[src/hdl/rcrs_pkg.sv]
// Shared types and codes for the rotated clip rectangle stack.
// Holds command, status, rotation and config index codes, the rectangle
// structs and the configuration bundle. No dependencies.
package rcrs_pkg;

    // Width of the internal geometry arithmetic (covers every mapped sum)
    localparam int GW = 20;

    typedef enum logic [1:0] {
        CMD_PUSH  = 2'd0,
        CMD_POP   = 2'd1,
        CMD_QUERY = 2'd2
    } t_cmd;

    typedef enum logic [1:0] {
        ST_OK         = 2'd0,
        ST_POP_EMPTY  = 2'd1,
        ST_PUSH_FULL  = 2'd2
    } t_status;

    typedef enum logic [1:0] {
        ROT_0   = 2'd0,
        ROT_90  = 2'd1,
        ROT_180 = 2'd2,
        ROT_270 = 2'd3
    } t_rot;

    typedef enum logic [2:0] {
        CFG_WINDOW_WIDTH  = 3'd0,
        CFG_WINDOW_HEIGHT = 3'd1,
        CFG_SCREEN_WIDTH  = 3'd2,
        CFG_SCREEN_HEIGHT = 3'd3,
        CFG_OFFSET_X      = 3'd4,
        CFG_OFFSET_Y      = 3'd5,
        CFG_ROTATION      = 3'd6
    } t_cfg_idx;

    // Rectangle as given by the host
    typedef struct packed {
        logic signed [15:0] x;
        logic signed [15:0] y;
        logic signed [15:0] w;
        logic signed [15:0] h;
    } t_raw_rect;

    // Mapped and clipped rectangle in window pixels
    typedef struct packed {
        logic signed [15:0] x;
        logic signed [15:0] y;
        logic        [14:0] w;
        logic        [14:0] h;
    } t_clip_rect;

    typedef struct packed {
        logic [11:0] window_width;
        logic [11:0] window_height;
        logic [11:0] screen_width;
        logic [11:0] screen_height;
        logic [11:0] offset_x;
        logic [11:0] offset_y;
        t_rot        rotation;
    } t_cfg;

endpackage

[src/hdl/rcrs_ram.sv]
// Generic single-write, single-read RAM with registered read data.
// Used for both stack stores. No dependencies.
module rcrs_ram #(
    parameter int WIDTH = 64,
    parameter int DEPTH = 16
) (
    input  logic                                   i_clk,
    input  logic                                   i_we,
    input  logic [(DEPTH > 1 ? $clog2(DEPTH) : 1)-1:0] i_waddr,
    input  logic [WIDTH-1:0]                       i_wdata,
    input  logic [(DEPTH > 1 ? $clog2(DEPTH) : 1)-1:0] i_raddr,
    output logic [WIDTH-1:0]                       o_rdata
);

    logic [WIDTH-1:0] r_mem [DEPTH];
    logic [WIDTH-1:0] r_rdata;

    // Write port
    always_ff @(posedge i_clk) begin
        if (i_we) begin
            r_mem[i_waddr] <= i_wdata;
        end
    end

    // Registered read port
    always_ff @(posedge i_clk) begin
        r_rdata <= r_mem[i_raddr];
    end

    assign o_rdata = r_rdata;

endmodule

[src/hdl/rcrs_geom.sv]
// Rectangle geometry: zero-size fill, rotation mapping, clipping against the
// stack top with saturation, and the visibility test. Depends on rcrs_pkg.
module rcrs_geom (
    input  rcrs_pkg::t_cfg       i_cfg,
    input  rcrs_pkg::t_raw_rect  i_raw,
    input  rcrs_pkg::t_clip_rect i_clip_top,
    input  rcrs_pkg::t_raw_rect  i_raw_top,
    input  logic                 i_top_vld,
    output rcrs_pkg::t_clip_rect o_push_rect,
    output logic                 o_visible
);

    localparam int GW = rcrs_pkg::GW;

    logic signed [GW-1:0] ww, wh, sw, sh, ox, oy;
    logic signed [GW-1:0] rx, ry, rw, rh;
    logic signed [GW-1:0] bw, bh;
    logic signed [GW-1:0] mx, my, mw, mh;
    logic signed [GW-1:0] tx, ty, tw, th, t_right, t_bot;
    logic signed [GW-1:0] cx, cy, cw, ch;
    logic signed [GW-1:0] ax, ay, aw, ah;
    logic                 c_neg_x, c_neg_y, c_edge, scr_xo, scr_yo, top_xo, top_yo;

    // Saturate to a signed 16-bit coordinate
    function automatic logic signed [15:0] sat_pos(input logic signed [GW-1:0] v);
        logic signed [15:0] res;
        if (v < -32768) begin
            res = -16'sd32768;
        end else if (v > 32767) begin
            res = 16'sd32767;
        end else begin
            res = v[15:0];
        end
        return res;
    endfunction

    // Saturate to an unsigned 15-bit size
    function automatic logic [14:0] sat_size(input logic signed [GW-1:0] v);
        logic [14:0] res;
        if (v < 0) begin
            res = '0;
        end else if (v > 32767) begin
            res = 15'h7FFF;
        end else begin
            res = v[14:0];
        end
        return res;
    endfunction

    // Extend configuration and input fields to the working width
    assign ww = {{(GW-12){1'b0}}, i_cfg.window_width};
    assign wh = {{(GW-12){1'b0}}, i_cfg.window_height};
    assign sw = {{(GW-12){1'b0}}, i_cfg.screen_width};
    assign sh = {{(GW-12){1'b0}}, i_cfg.screen_height};
    assign ox = {{(GW-12){1'b0}}, i_cfg.offset_x};
    assign oy = {{(GW-12){1'b0}}, i_cfg.offset_y};
    assign rx = {{(GW-16){i_raw.x[15]}}, i_raw.x};
    assign ry = {{(GW-16){i_raw.y[15]}}, i_raw.y};
    assign rw = {{(GW-16){i_raw.w[15]}}, i_raw.w};
    assign rh = {{(GW-16){i_raw.h[15]}}, i_raw.h};

    // Fill a zero size up to the logical screen edge
    assign bw = (rw == 0) ? (sw - rx) : rw;
    assign bh = (rh == 0) ? (sh - ry) : rh;

    // Map through the configured quarter-turn rotation
    always_comb begin
        case (i_cfg.rotation)
            rcrs_pkg::ROT_0: begin
                mx = ox + rx;
                my = oy + ry;
                mw = bw;
                mh = bh;
            end
            rcrs_pkg::ROT_90: begin
                mx = ww - oy - ry - bh;
                my = ox + rx;
                mw = bh;
                mh = bw;
            end
            rcrs_pkg::ROT_180: begin
                mx = ww - ox - rx - bw;
                my = wh - oy - ry - bh;
                mw = bw;
                mh = bh;
            end
            default: begin
                mx = oy + ry;
                my = wh - ox - rx - bw;
                mw = bh;
                mh = bw;
            end
        endcase
    end

    // Intersect with the current top; the new left edge feeds the width test
    assign tx      = {{(GW-16){i_clip_top.x[15]}}, i_clip_top.x};
    assign ty      = {{(GW-16){i_clip_top.y[15]}}, i_clip_top.y};
    assign tw      = {{(GW-15){1'b0}}, i_clip_top.w};
    assign th      = {{(GW-15){1'b0}}, i_clip_top.h};
    assign t_right = tx + tw;
    assign t_bot   = ty + th;

    always_comb begin
        cx = mx;
        cy = my;
        cw = mw;
        ch = mh;
        if (i_top_vld) begin
            if (tx > mx) cx = tx;
            if (ty > my) cy = ty;
            if (t_right < cx + mw) cw = t_right - cx;
            if (t_bot < cy + mh) ch = t_bot - cy;
        end
    end

    assign o_push_rect.x = sat_pos(cx);
    assign o_push_rect.y = sat_pos(cy);
    assign o_push_rect.w = sat_size(cw);
    assign o_push_rect.h = sat_size(ch);

    // Visibility against the window
    assign c_neg_x = (rw > 0) && (rx + rw <= 0);
    assign c_neg_y = (rh > 0) && (ry + rh <= 0);
    assign c_edge  = (rx == ww) || (ry == wh);
    assign scr_xo  = (rx >= 0 && rx <= ww) || (rx <= 0 && rx + rw >= 0);
    assign scr_yo  = (ry >= 0 && ry <= wh) || (ry <= 0 && ry + rh >= 0);

    // Visibility against the raw top rectangle
    assign ax     = {{(GW-16){i_raw_top.x[15]}}, i_raw_top.x};
    assign ay     = {{(GW-16){i_raw_top.y[15]}}, i_raw_top.y};
    assign aw     = {{(GW-16){i_raw_top.w[15]}}, i_raw_top.w};
    assign ah     = {{(GW-16){i_raw_top.h[15]}}, i_raw_top.h};
    assign top_xo = (ax >= rx && ax <= rx + rw) || (rx >= ax && rx <= ax + aw);
    assign top_yo = (ay >= ry && ay <= ry + rh) || (ry >= ay && ry <= ay + ah);

    assign o_visible = !c_neg_x && !c_neg_y && !c_edge && scr_xo && scr_yo &&
                       (!i_top_vld || (top_xo && top_yo));

endmodule

[src/hdl/rotated_clip_rect_stack_top.sv]
// Top level of the rotated clip rectangle stack: input and result registers,
// stack pointer, cached top entries and the two stack stores.
// Depends on rcrs_pkg, rcrs_ram and rcrs_geom.
//
// Usage:
//   Configuration is written through i_cfg_we / i_cfg_idx / i_cfg_data while
//   the block is idle; all configuration registers reset to zero.
//   Commands enter on the input channel (i_in_valid, o_in_stall) and one
//   result per command leaves on the output channel (o_out_valid,
//   i_out_stall). A transaction completes when valid is high and stall low.
//   Throughput: one command per cycle while the receiver does not stall. A
//   command passes from the input register through the single compute stage
//   into the result register. The top entry of both stores is held in
//   registers and the entry below it is kept ready on the registered read
//   port of each store, so pushes and pops can follow each other every
//   cycle unless the receiver stalls.
//   Reset empties the stack and drops both channels' pending transactions;
//   store contents are not cleared. While the receiver stalls the result
//   holds, one more command may wait in the input register, and then
//   o_in_stall rises.
module rotated_clip_rect_stack_top #(
    parameter int STACK_DEPTH = 16
) (
    input  logic                                i_clk,
    input  logic                                i_rst_n,
    // configuration
    input  logic                                i_cfg_we,
    input  logic [2:0]                          i_cfg_idx,
    input  logic [11:0]                         i_cfg_data,
    // command channel
    input  logic                                i_in_valid,
    output logic                                o_in_stall,
    input  logic [1:0]                          i_cmd,
    input  logic signed [15:0]                  i_pos_x,
    input  logic signed [15:0]                  i_pos_y,
    input  logic signed [15:0]                  i_size_w,
    input  logic signed [15:0]                  i_size_h,
    // result channel
    output logic                                o_out_valid,
    input  logic                                i_out_stall,
    output logic signed [15:0]                  o_scissor_x,
    output logic signed [15:0]                  o_scissor_y,
    output logic [14:0]                         o_scissor_w,
    output logic [14:0]                         o_scissor_h,
    output logic                                o_visible,
    output logic [1:0]                          o_status,
    output logic [$clog2(STACK_DEPTH+1)-1:0]    o_depth
);

    localparam int CW = $clog2(STACK_DEPTH + 1);
    localparam int AW = (STACK_DEPTH > 1) ? $clog2(STACK_DEPTH) : 1;

    rcrs_pkg::t_cfg       r_cfg;
    logic                 r_in_vld;
    rcrs_pkg::t_cmd       r_cmd;
    rcrs_pkg::t_raw_rect  r_raw;
    logic [CW-1:0]        r_cnt;
    rcrs_pkg::t_clip_rect r_clip_top;
    rcrs_pkg::t_raw_rect  r_raw_top;
    logic                 r_out_vld;
    rcrs_pkg::t_clip_rect r_sc;
    logic                 r_vis;
    rcrs_pkg::t_status    r_status;
    logic [CW-1:0]        r_depth;

    logic                 accept, advance, out_free, full, empty, wr_en;
    logic [CW-1:0]        s_cnt, n_cnt;
    rcrs_pkg::t_clip_rect s_clip_top, below_clip, push_rect, s_sc;
    rcrs_pkg::t_raw_rect  s_raw_top, below_raw;
    rcrs_pkg::t_status    s_status;
    logic                 s_vis, geom_vis;
    logic [CW-1:0]        rd_idx;

    // Configuration registers
    always_ff @(posedge i_clk) begin
        if (!i_rst_n) begin
            r_cfg <= '0;
        end else if (i_cfg_we) begin
            case (i_cfg_idx)
                rcrs_pkg::CFG_WINDOW_WIDTH:  r_cfg.window_width  <= i_cfg_data;
                rcrs_pkg::CFG_WINDOW_HEIGHT: r_cfg.window_height <= i_cfg_data;
                rcrs_pkg::CFG_SCREEN_WIDTH:  r_cfg.screen_width  <= i_cfg_data;
                rcrs_pkg::CFG_SCREEN_HEIGHT: r_cfg.screen_height <= i_cfg_data;
                rcrs_pkg::CFG_OFFSET_X:      r_cfg.offset_x      <= i_cfg_data;
                rcrs_pkg::CFG_OFFSET_Y:      r_cfg.offset_y      <= i_cfg_data;
                rcrs_pkg::CFG_ROTATION:
                    r_cfg.rotation <= rcrs_pkg::t_rot'(i_cfg_data[1:0]);
                default: ;
            endcase
        end
    end

    // Handshake: the stage advances when the result register is free
    assign out_free   = !r_out_vld || !i_out_stall;
    assign advance    = r_in_vld && out_free;
    assign o_in_stall = r_in_vld && !advance;
    assign accept     = i_in_valid && !o_in_stall;

    // Input register
    always_ff @(posedge i_clk) begin
        if (!i_rst_n) begin
            r_in_vld <= 1'b0;
        end else if (accept) begin
            r_in_vld <= 1'b1;
        end else if (advance) begin
            r_in_vld <= 1'b0;
        end
    end

    always_ff @(posedge i_clk) begin
        if (accept) begin
            r_cmd   <= rcrs_pkg::t_cmd'(i_cmd);
            r_raw.x <= i_pos_x;
            r_raw.y <= i_pos_y;
            r_raw.w <= i_size_w;
            r_raw.h <= i_size_h;
        end
    end

    // Geometry for push and query
    rcrs_geom u_geom (
        .i_cfg       (r_cfg),
        .i_raw       (r_raw),
        .i_clip_top  (r_clip_top),
        .i_raw_top   (r_raw_top),
        .i_top_vld   (!empty),
        .o_push_rect (push_rect),
        .o_visible   (geom_vis)
    );

    assign full  = (r_cnt == CW'(STACK_DEPTH));
    assign empty = (r_cnt == '0);

    // Decode the command and work out the new stack state
    always_comb begin
        s_cnt      = r_cnt;
        s_clip_top = r_clip_top;
        s_raw_top  = r_raw_top;
        s_status   = rcrs_pkg::ST_OK;
        s_vis      = 1'b0;
        wr_en      = 1'b0;
        case (r_cmd)
            rcrs_pkg::CMD_PUSH: begin
                if (full) begin
                    s_status = rcrs_pkg::ST_PUSH_FULL;
                end else begin
                    wr_en      = advance;
                    s_cnt      = r_cnt + CW'(1);
                    s_clip_top = push_rect;
                    s_raw_top  = r_raw;
                end
            end
            rcrs_pkg::CMD_POP: begin
                if (empty) begin
                    s_status = rcrs_pkg::ST_POP_EMPTY;
                end else begin
                    s_cnt      = r_cnt - CW'(1);
                    s_clip_top = below_clip;
                    s_raw_top  = below_raw;
                end
            end
            rcrs_pkg::CMD_QUERY: begin
                s_vis = geom_vis;
            end
            default: ;
        endcase
    end

    // Scissor after the step: zero when the stack ends up empty
    assign s_sc  = (s_cnt == '0) ? '0 : s_clip_top;
    assign n_cnt = advance ? s_cnt : r_cnt;

    // Keep the entry below the new top on the store read ports
    assign rd_idx = n_cnt - CW'(2);

    rcrs_ram #(
        .WIDTH ($bits(rcrs_pkg::t_clip_rect)),
        .DEPTH (STACK_DEPTH)
    ) u_clip_store (
        .i_clk   (i_clk),
        .i_we    (wr_en),
        .i_waddr (r_cnt[AW-1:0]),
        .i_wdata (push_rect),
        .i_raddr (rd_idx[AW-1:0]),
        .o_rdata (below_clip)
    );

    rcrs_ram #(
        .WIDTH ($bits(rcrs_pkg::t_raw_rect)),
        .DEPTH (STACK_DEPTH)
    ) u_raw_store (
        .i_clk   (i_clk),
        .i_we    (wr_en),
        .i_waddr (r_cnt[AW-1:0]),
        .i_wdata (r_raw),
        .i_raddr (rd_idx[AW-1:0]),
        .o_rdata (below_raw)
    );

    // Stack pointer
    always_ff @(posedge i_clk) begin
        if (!i_rst_n) begin
            r_cnt <= '0;
        end else begin
            r_cnt <= n_cnt;
        end
    end

    // Cached top entries
    always_ff @(posedge i_clk) begin
        if (advance) begin
            r_clip_top <= s_clip_top;
            r_raw_top  <= s_raw_top;
        end
    end

    // Result register
    always_ff @(posedge i_clk) begin
        if (!i_rst_n) begin
            r_out_vld <= 1'b0;
        end else if (advance) begin
            r_out_vld <= 1'b1;
        end else if (!i_out_stall) begin
            r_out_vld <= 1'b0;
        end
    end

    always_ff @(posedge i_clk) begin
        if (advance) begin
            r_sc     <= s_sc;
            r_vis    <= s_vis;
            r_status <= s_status;
            r_depth  <= s_cnt;
        end
    end

    assign o_out_valid = r_out_vld;
    assign o_scissor_x = r_sc.x;
    assign o_scissor_y = r_sc.y;
    assign o_scissor_w = r_sc.w;
    assign o_scissor_h = r_sc.h;
    assign o_visible   = r_vis;
    assign o_status    = r_status;
    assign o_depth     = r_depth;

endmodule

[config.mk]
export PLATFORM = sky130hd
export DESIGN_NAME = rotated_clip_rect_stack_top
export DESIGN_NICKNAME = d
export VERILOG_FILES = /design/src/hdl/rcrs_pkg.sv /design/src/hdl/rcrs_ram.sv /design/src/hdl/rcrs_geom.sv /design/src/hdl/rotated_clip_rect_stack_top.sv
export SDC_FILE = /design/constraint.sdc
export NUM_CORES = 2
export LEC_CHECK = 0
export ABC_CLOCK_PERIOD_IN_PS = 15950
export BUFFER_PORTS_ARGS = -buffer_cell sky130_fd_sc_hd__buf_2
export CORE_MARGIN = 3
export CORE_UTILIZATION = 50
export DETAILED_ROUTE_END_ITERATION = 7
export GPL_TIMING_DRIVEN = 1
export MAX_ROUTING_LAYER = met4
export PLACE_DENSITY = 0.66
export SLEW_MARGIN = 20
export SYNTH_ARGS = -nofsm -noshare
export SYNTH_HDL_FRONTEND = slang
export SYNTH_HIERARCHICAL = 1
export SYNTH_SLANG_ARGS = --single-unit
export TNS_END_PERCENT = 5
[constraint.sdc]
create_clock -name i_clk -period 15.95 [get_ports i_clk]
set_input_delay 0.7975 -clock i_clk [delete_from_list [all_inputs] [get_ports i_clk]]
set_output_delay 0.7975 -clock i_clk [all_outputs]
set_load 0.005 [all_outputs]
# After elaboration in Yosys (flattened, before gate mapping)
# Memories as Yosys holds them, arrays and structs flattened. A register that Yosys moved wholly into a read port is not among the register bits.
# Cells that the tools add are included.
# totals
memories	2
word_cells	207
input_bits	86
ramBits	2016
out_inout_bits	72
regBits	343
# classes
n_reduce_logical	51
n_eq_ne	16
addsub	31
mux	45
order_cmp	32
# memory_table
name	words	width	rd	rd_ports_with_merged_regs	wr	line	source
u_raw_store.r_mem	16	64	1	1	1	rcrs_ram.sv:15	logic [WIDTH-1:0] r_mem [DEPTH];
u_clip_store.r_mem	16	62	1	1	1	rcrs_ram.sv:15	
# ops
operator	count
20-bit 2-to-1 mux	14
16-bit by 16-bit adder with 17-bit output	8
64-bit 2-to-1 mux	2
64-bit one-hot mux with 2 select lines	1
62-bit 2-to-1 mux	2
62-bit one-hot mux with 2 select lines	1
20-bit one-hot mux with 3 select lines	2
20-bit subtractor	6
13-bit by 16-bit subtractor with 17-bit output	6
20-bit by 16-bit > comparator with 1-bit output, second input constant	4
16-bit by 17-bit <= comparator with 1-bit output	4
16-bit greater-or-equal comparator	4
32-bit by 1-bit greater-or-equal comparator with 1-bit output, second input constant	2
32-bit by 1-bit <= comparator with 1-bit output, second input constant	2
32-bit zero test	2
16-bit 2-to-1 mux	4
15-bit 2-to-1 mux	4
12-bit by 12-bit subtractor with 13-bit output	4
20-bit adder	2
16-bit by 20-bit > comparator with 1-bit output	2
20-bit by 1-bit < comparator with 1-bit output, second input constant	2
20-bit by 16-bit < comparator with 1-bit output, second input constant	2
20-bit < comparator	2
13-bit by 16-bit adder with 17-bit output	2
other kinds (31)	91

# Logic depth before layout (Yosys ltp)
# logic_depth
word_depth	16
mapped_depth	65
ltp_nobuf	60

# By module
# The synthesis kept the hierarchy.
# by_module_without_submodules
mod	n_inst	area_each_um2	cells_per_inst
rcrs_ram at u_raw_store	1	39581.7	1647
rcrs_ram at u_clip_store	1	38333.0	1598
rcrs_geom	1	24888.9	3386
rotated_clip_rect_stack_top	1	13714.4	1122

# Worst setup path after synthesis
# Ideal clock, no wire load.
# synth_path
path_kind	register -> register
start	reg r_raw[33] in the netlist's numbering
end	reg r_sc, in the netlist o_scissor_w[4], data pin
slack_ns	2.904
n_path_buf	2
arrival_time_ns	12.892
stages_incl_launch_ff	60
setup_ns	0.154
t_required_ns	15.796
period_less_slack_ns	13.046
path_cell_list	edfxtp_1 inv_1 ha_1 nor2b_1 o21ai_0 a21boi_0 o21ai_0 a21boi_0 o21ai_0 nand2_1 a21o_1 a211oi_1 nor3_1 a21oi_1 inv_1 fa_1 inv_1 ha_1 (+24 left out) a2111oi_0 o21bai_1 a21oi_1 xor2_1 ha_1 a21oi_1 o211ai_1 a21oi_1 o221a_2 o2111ai_1 a211oi_1 a31oi_1 buf_2 o32ai_1 a211oi_1 a22o_1 a21o_1 a21boi_0
# synth_rtl
element	line	source
from (decl)	rotated_clip_rect_stack_top.sv:56	rcrs_pkg::t_raw_rect r_raw;
to (signal assigned)	rotated_clip_rect_stack_top.sv:230	r_sc <= s_sc;
to (decl)	rotated_clip_rect_stack_top.sv:61	rcrs_pkg::t_clip_rect r_sc;

==> results.toml <==
[timing]
fin_crit_sh_pct = 95.2
setup-tns-final_ns = 0
finalMaxSlewViolations = 0
relSlewSlack_pct = 3.17
rsz0062_at_grt = "false"
fmax_ghz = 0.0659
skew_ns = 0.0892
finalSetupViolations = 0
worstMarginPinSlew_ns = 1.45
finalHoldViolations = 0
fin_crit_ns = 15.18

[logic_synthesis]
synthSimpleGateAreaFrac_pct = 5.70
synthesis.nets = 8457
netlist.area_leader.share_pct = 58.7
syn_area_per_cell_um2 = 15.0
synth.most_common_cell = "edfxtp_1"
synth_cells = 7753
yosysSeqAreaShare_pct = 62.3
synth_compound_area_share_pct = 9.54
synth_async_sr_flop_share_pct = 0
yosys.area.top_type = "edfxtp_1"
synth-seq-cells = 2485
synth_area_leaders = "edfxtp_1 (59%), mux4_2 (10%), ha_1 (5.9%)"
synthFlopType = "edfxtp_1"
synth_xor_xnor_area_share_pct = 2.18
synth.mux.area_fraction_pct = 10.7
synthAdderAreaFrac_pct = 7.08
ys_types = 95
synthTopCellsByCount = "edfxtp_1 (2278), nand2_1 (653), ha_1 (552)"
synth_top_family_by_area = "multiplexers"
syn_area_um2 = 117000
synth-edff-count = 2278
yosysWarningCount = 6

[global_route]
overflow = 0
grt_use_total_pct = 29.9
grt_pass1_vias = 71400
antenna_found_initial = 28
grt_pass1_wl_um = 501000
grt_start_max_net_pins = 121

[floorplan]
initial_core_util_pct = 50.5
die_x_um = 489
io_pins = 158
die_area_um2 = 239000
die_y_um = 489
row_count = 176
coreArea_um2 = 231000

[place]
hpwlAfterDp_um = 225000
portBuffers = 157
gp_congestion = 0.979
place_area_um2 = 122000

[detailed_routing]
dr.first_iter.drc_count = 8200
highest_layer = "met4"
ant_nets = 0
wl_per_cell_um = 30.7
route.met2.wl_um = 166000
vias = 72400
wl_met3_um = 27300
dr.pass1.iters = 6
routed_via_density = 6.36
wl_met1_um = 143000
finalWirelength_um = 350000
drcViolationCount = 0

[final_layout]
drive_gt1_share_pct = 17.3
fin_nets = 8830
fin_area_um2 = 131000
syn2layout_area_growth_pct = 12.4

[setup_path]
worstPathRequired_ns = 16.52
start_kind = "flop"
r2r_start = "r_raw[19]"
cp_slowest_cell = "o21ai_0"
cpPeakStageDelay_ns = 0.87
critPathMaxFanout = 23
worstSetupPathType = "reg -> reg"
worstPathArrival_ns = 15.76
worst_setup_path_end_kind = "flop"
crit_start = "r_raw[19]"

[clock_tree]
cts.path.max_buffers = 4
root_buffer = "clkbuf_16"
cts_buffers = 274
cts_tree = "yes"
clkLatencyLatePin_ns = 0.94
htreeDepth = 5
clkTransAtPathRegs_ns = 0.06
cts_sinks = 2485

[pwr]
vdd.ir_drop.worst_mv = 0.102
power_density_nw_per_um2 = 131
p_leak_nw = 47.2

[hold_path]
min-delay-start = "i_size_h[13]"
hold_class = "in -> reg"

[run_status]
status = "finished, final reports clean"

[flow_run]
max-cap-violations = 0
-- worst paths after layout --
check	to	cells after the start	slack [ns]
max	o_scissor_w[9]	52	0.77
min	r_raw[13]	1	0.06
max reg2reg	o_scissor_w[9]	52	0.77
min reg2reg	r_raw_top[50]	2	0.46
-- what timing repair did --
item                                    in CTS  in global routing
hold endpoints to repair                     8                  0
buffers inserted                             0                  1
hold buffers                                 8                  0
gates resized for setup                      0                 16
endpoints found under the setup margin       0                206
-- metal layers --
metal	GRT usage, %	vias up
met3	4.47	626
met1	40.6	37400
met2	46.6	3337
met4	10.5	0
li1	-	31000
met5	-	-
-- flip-flops by register name, indices dropped and copies added, names as in the netlist, 15 cells and up --
name / cells
o_scissor_h: 15
u_raw_store/r_mem: 1024
o_scissor_x: 16
r_clip_top: 62
u_clip_store/o_rdata: 62
r_cfg: 74
u_raw_store/o_rdata: 64
o_scissor_w: 15
o_scissor_y: 16
u_clip_store/r_mem: 992
r_raw: 64
r_raw_top: 64
-- power by group --
group          switching, mW  total [mW]  internal [mW]
Clock                   2.51        6.12           3.62
Combinational           2.23        3.55           1.32
Sequential            0.0929        7.55           7.45
Total                   4.83        17.2           12.4
-- layout by cell type (no fill, tap or decap), types with 74 or more instances in the layout --
master and count:
a21boi_0 145, a21o_1 212, a21oi_1 315, a22oi_1 263
buf_2 157, buf_4 226, clkbuf_16 278, dfxtp_1 206
edfxtp_1 2278, ha_1 552, inv_1 418, mux4_2 517
nand2_1 652, nand3_1 75, nor2_1 209, nor2b_1 74
o21a_1 74, o21ai_0 202, xnor2_1 185, xor2_1 102
-- cell type report --
type | count | area [um^2]
fillers | 17900 | 99800
clock inverters | 103 | 1070
multi-input cells | 4547 | 41700
clock buffers | 372 | 7590
repair buffers | 396 | 2650
inverters | 422 | 1590
well taps | 3026 | 3790
flip-flops and latches | 2485 | 72600
diodes | 23 | 57.6
-- per-stage QoR --
stage	hold slack, ns	setup WS (ns)	instances	power, mW	util [%]
floorplan	0.443	2.90	7753	10.0	-
global route	0.0128	0.0536	11400	17.9	56.8
finish	0.0606	0.766	11400	17.2	56.8
detailed placement	0.466	0.580	10900	11.1	52.9
global placement	0.458	-0.0776	10900	11.1	52.8
CTS	0.0000125	0.530	11400	17.2	56.7
-- kinds of logic after synthesis --
group                    count (synthesis)
flip-flops                            2485
XOR/XNOR                               290
adder cells (fa/ha/maj)                620
buffers and inverters                  721
AO/OA/AOI/OAI                         1618
multiplexers                           594
AND/OR/NAND/NOR                       1425
-- worst max-delay path, delay by kind of cell, from the launching register on --
| kind | cells | cell delay [ns] |
|---|---|---|
| AND/OR/NAND/NOR | 7 | 2.56 |
| adder cells (fa/ha/maj) | 5 | 1.53 |
| buffers and inverters | 5 | 1.04 |
| XOR/XNOR | 1 | 0.20 |
| flip-flops | 1 | 0.35 |
| AO/OA/AOI/OAI | 33 | 8.76 |
| multiplexers | 1 | 0.35 |
No activity file was read; power rests on OpenSTA's default activity.
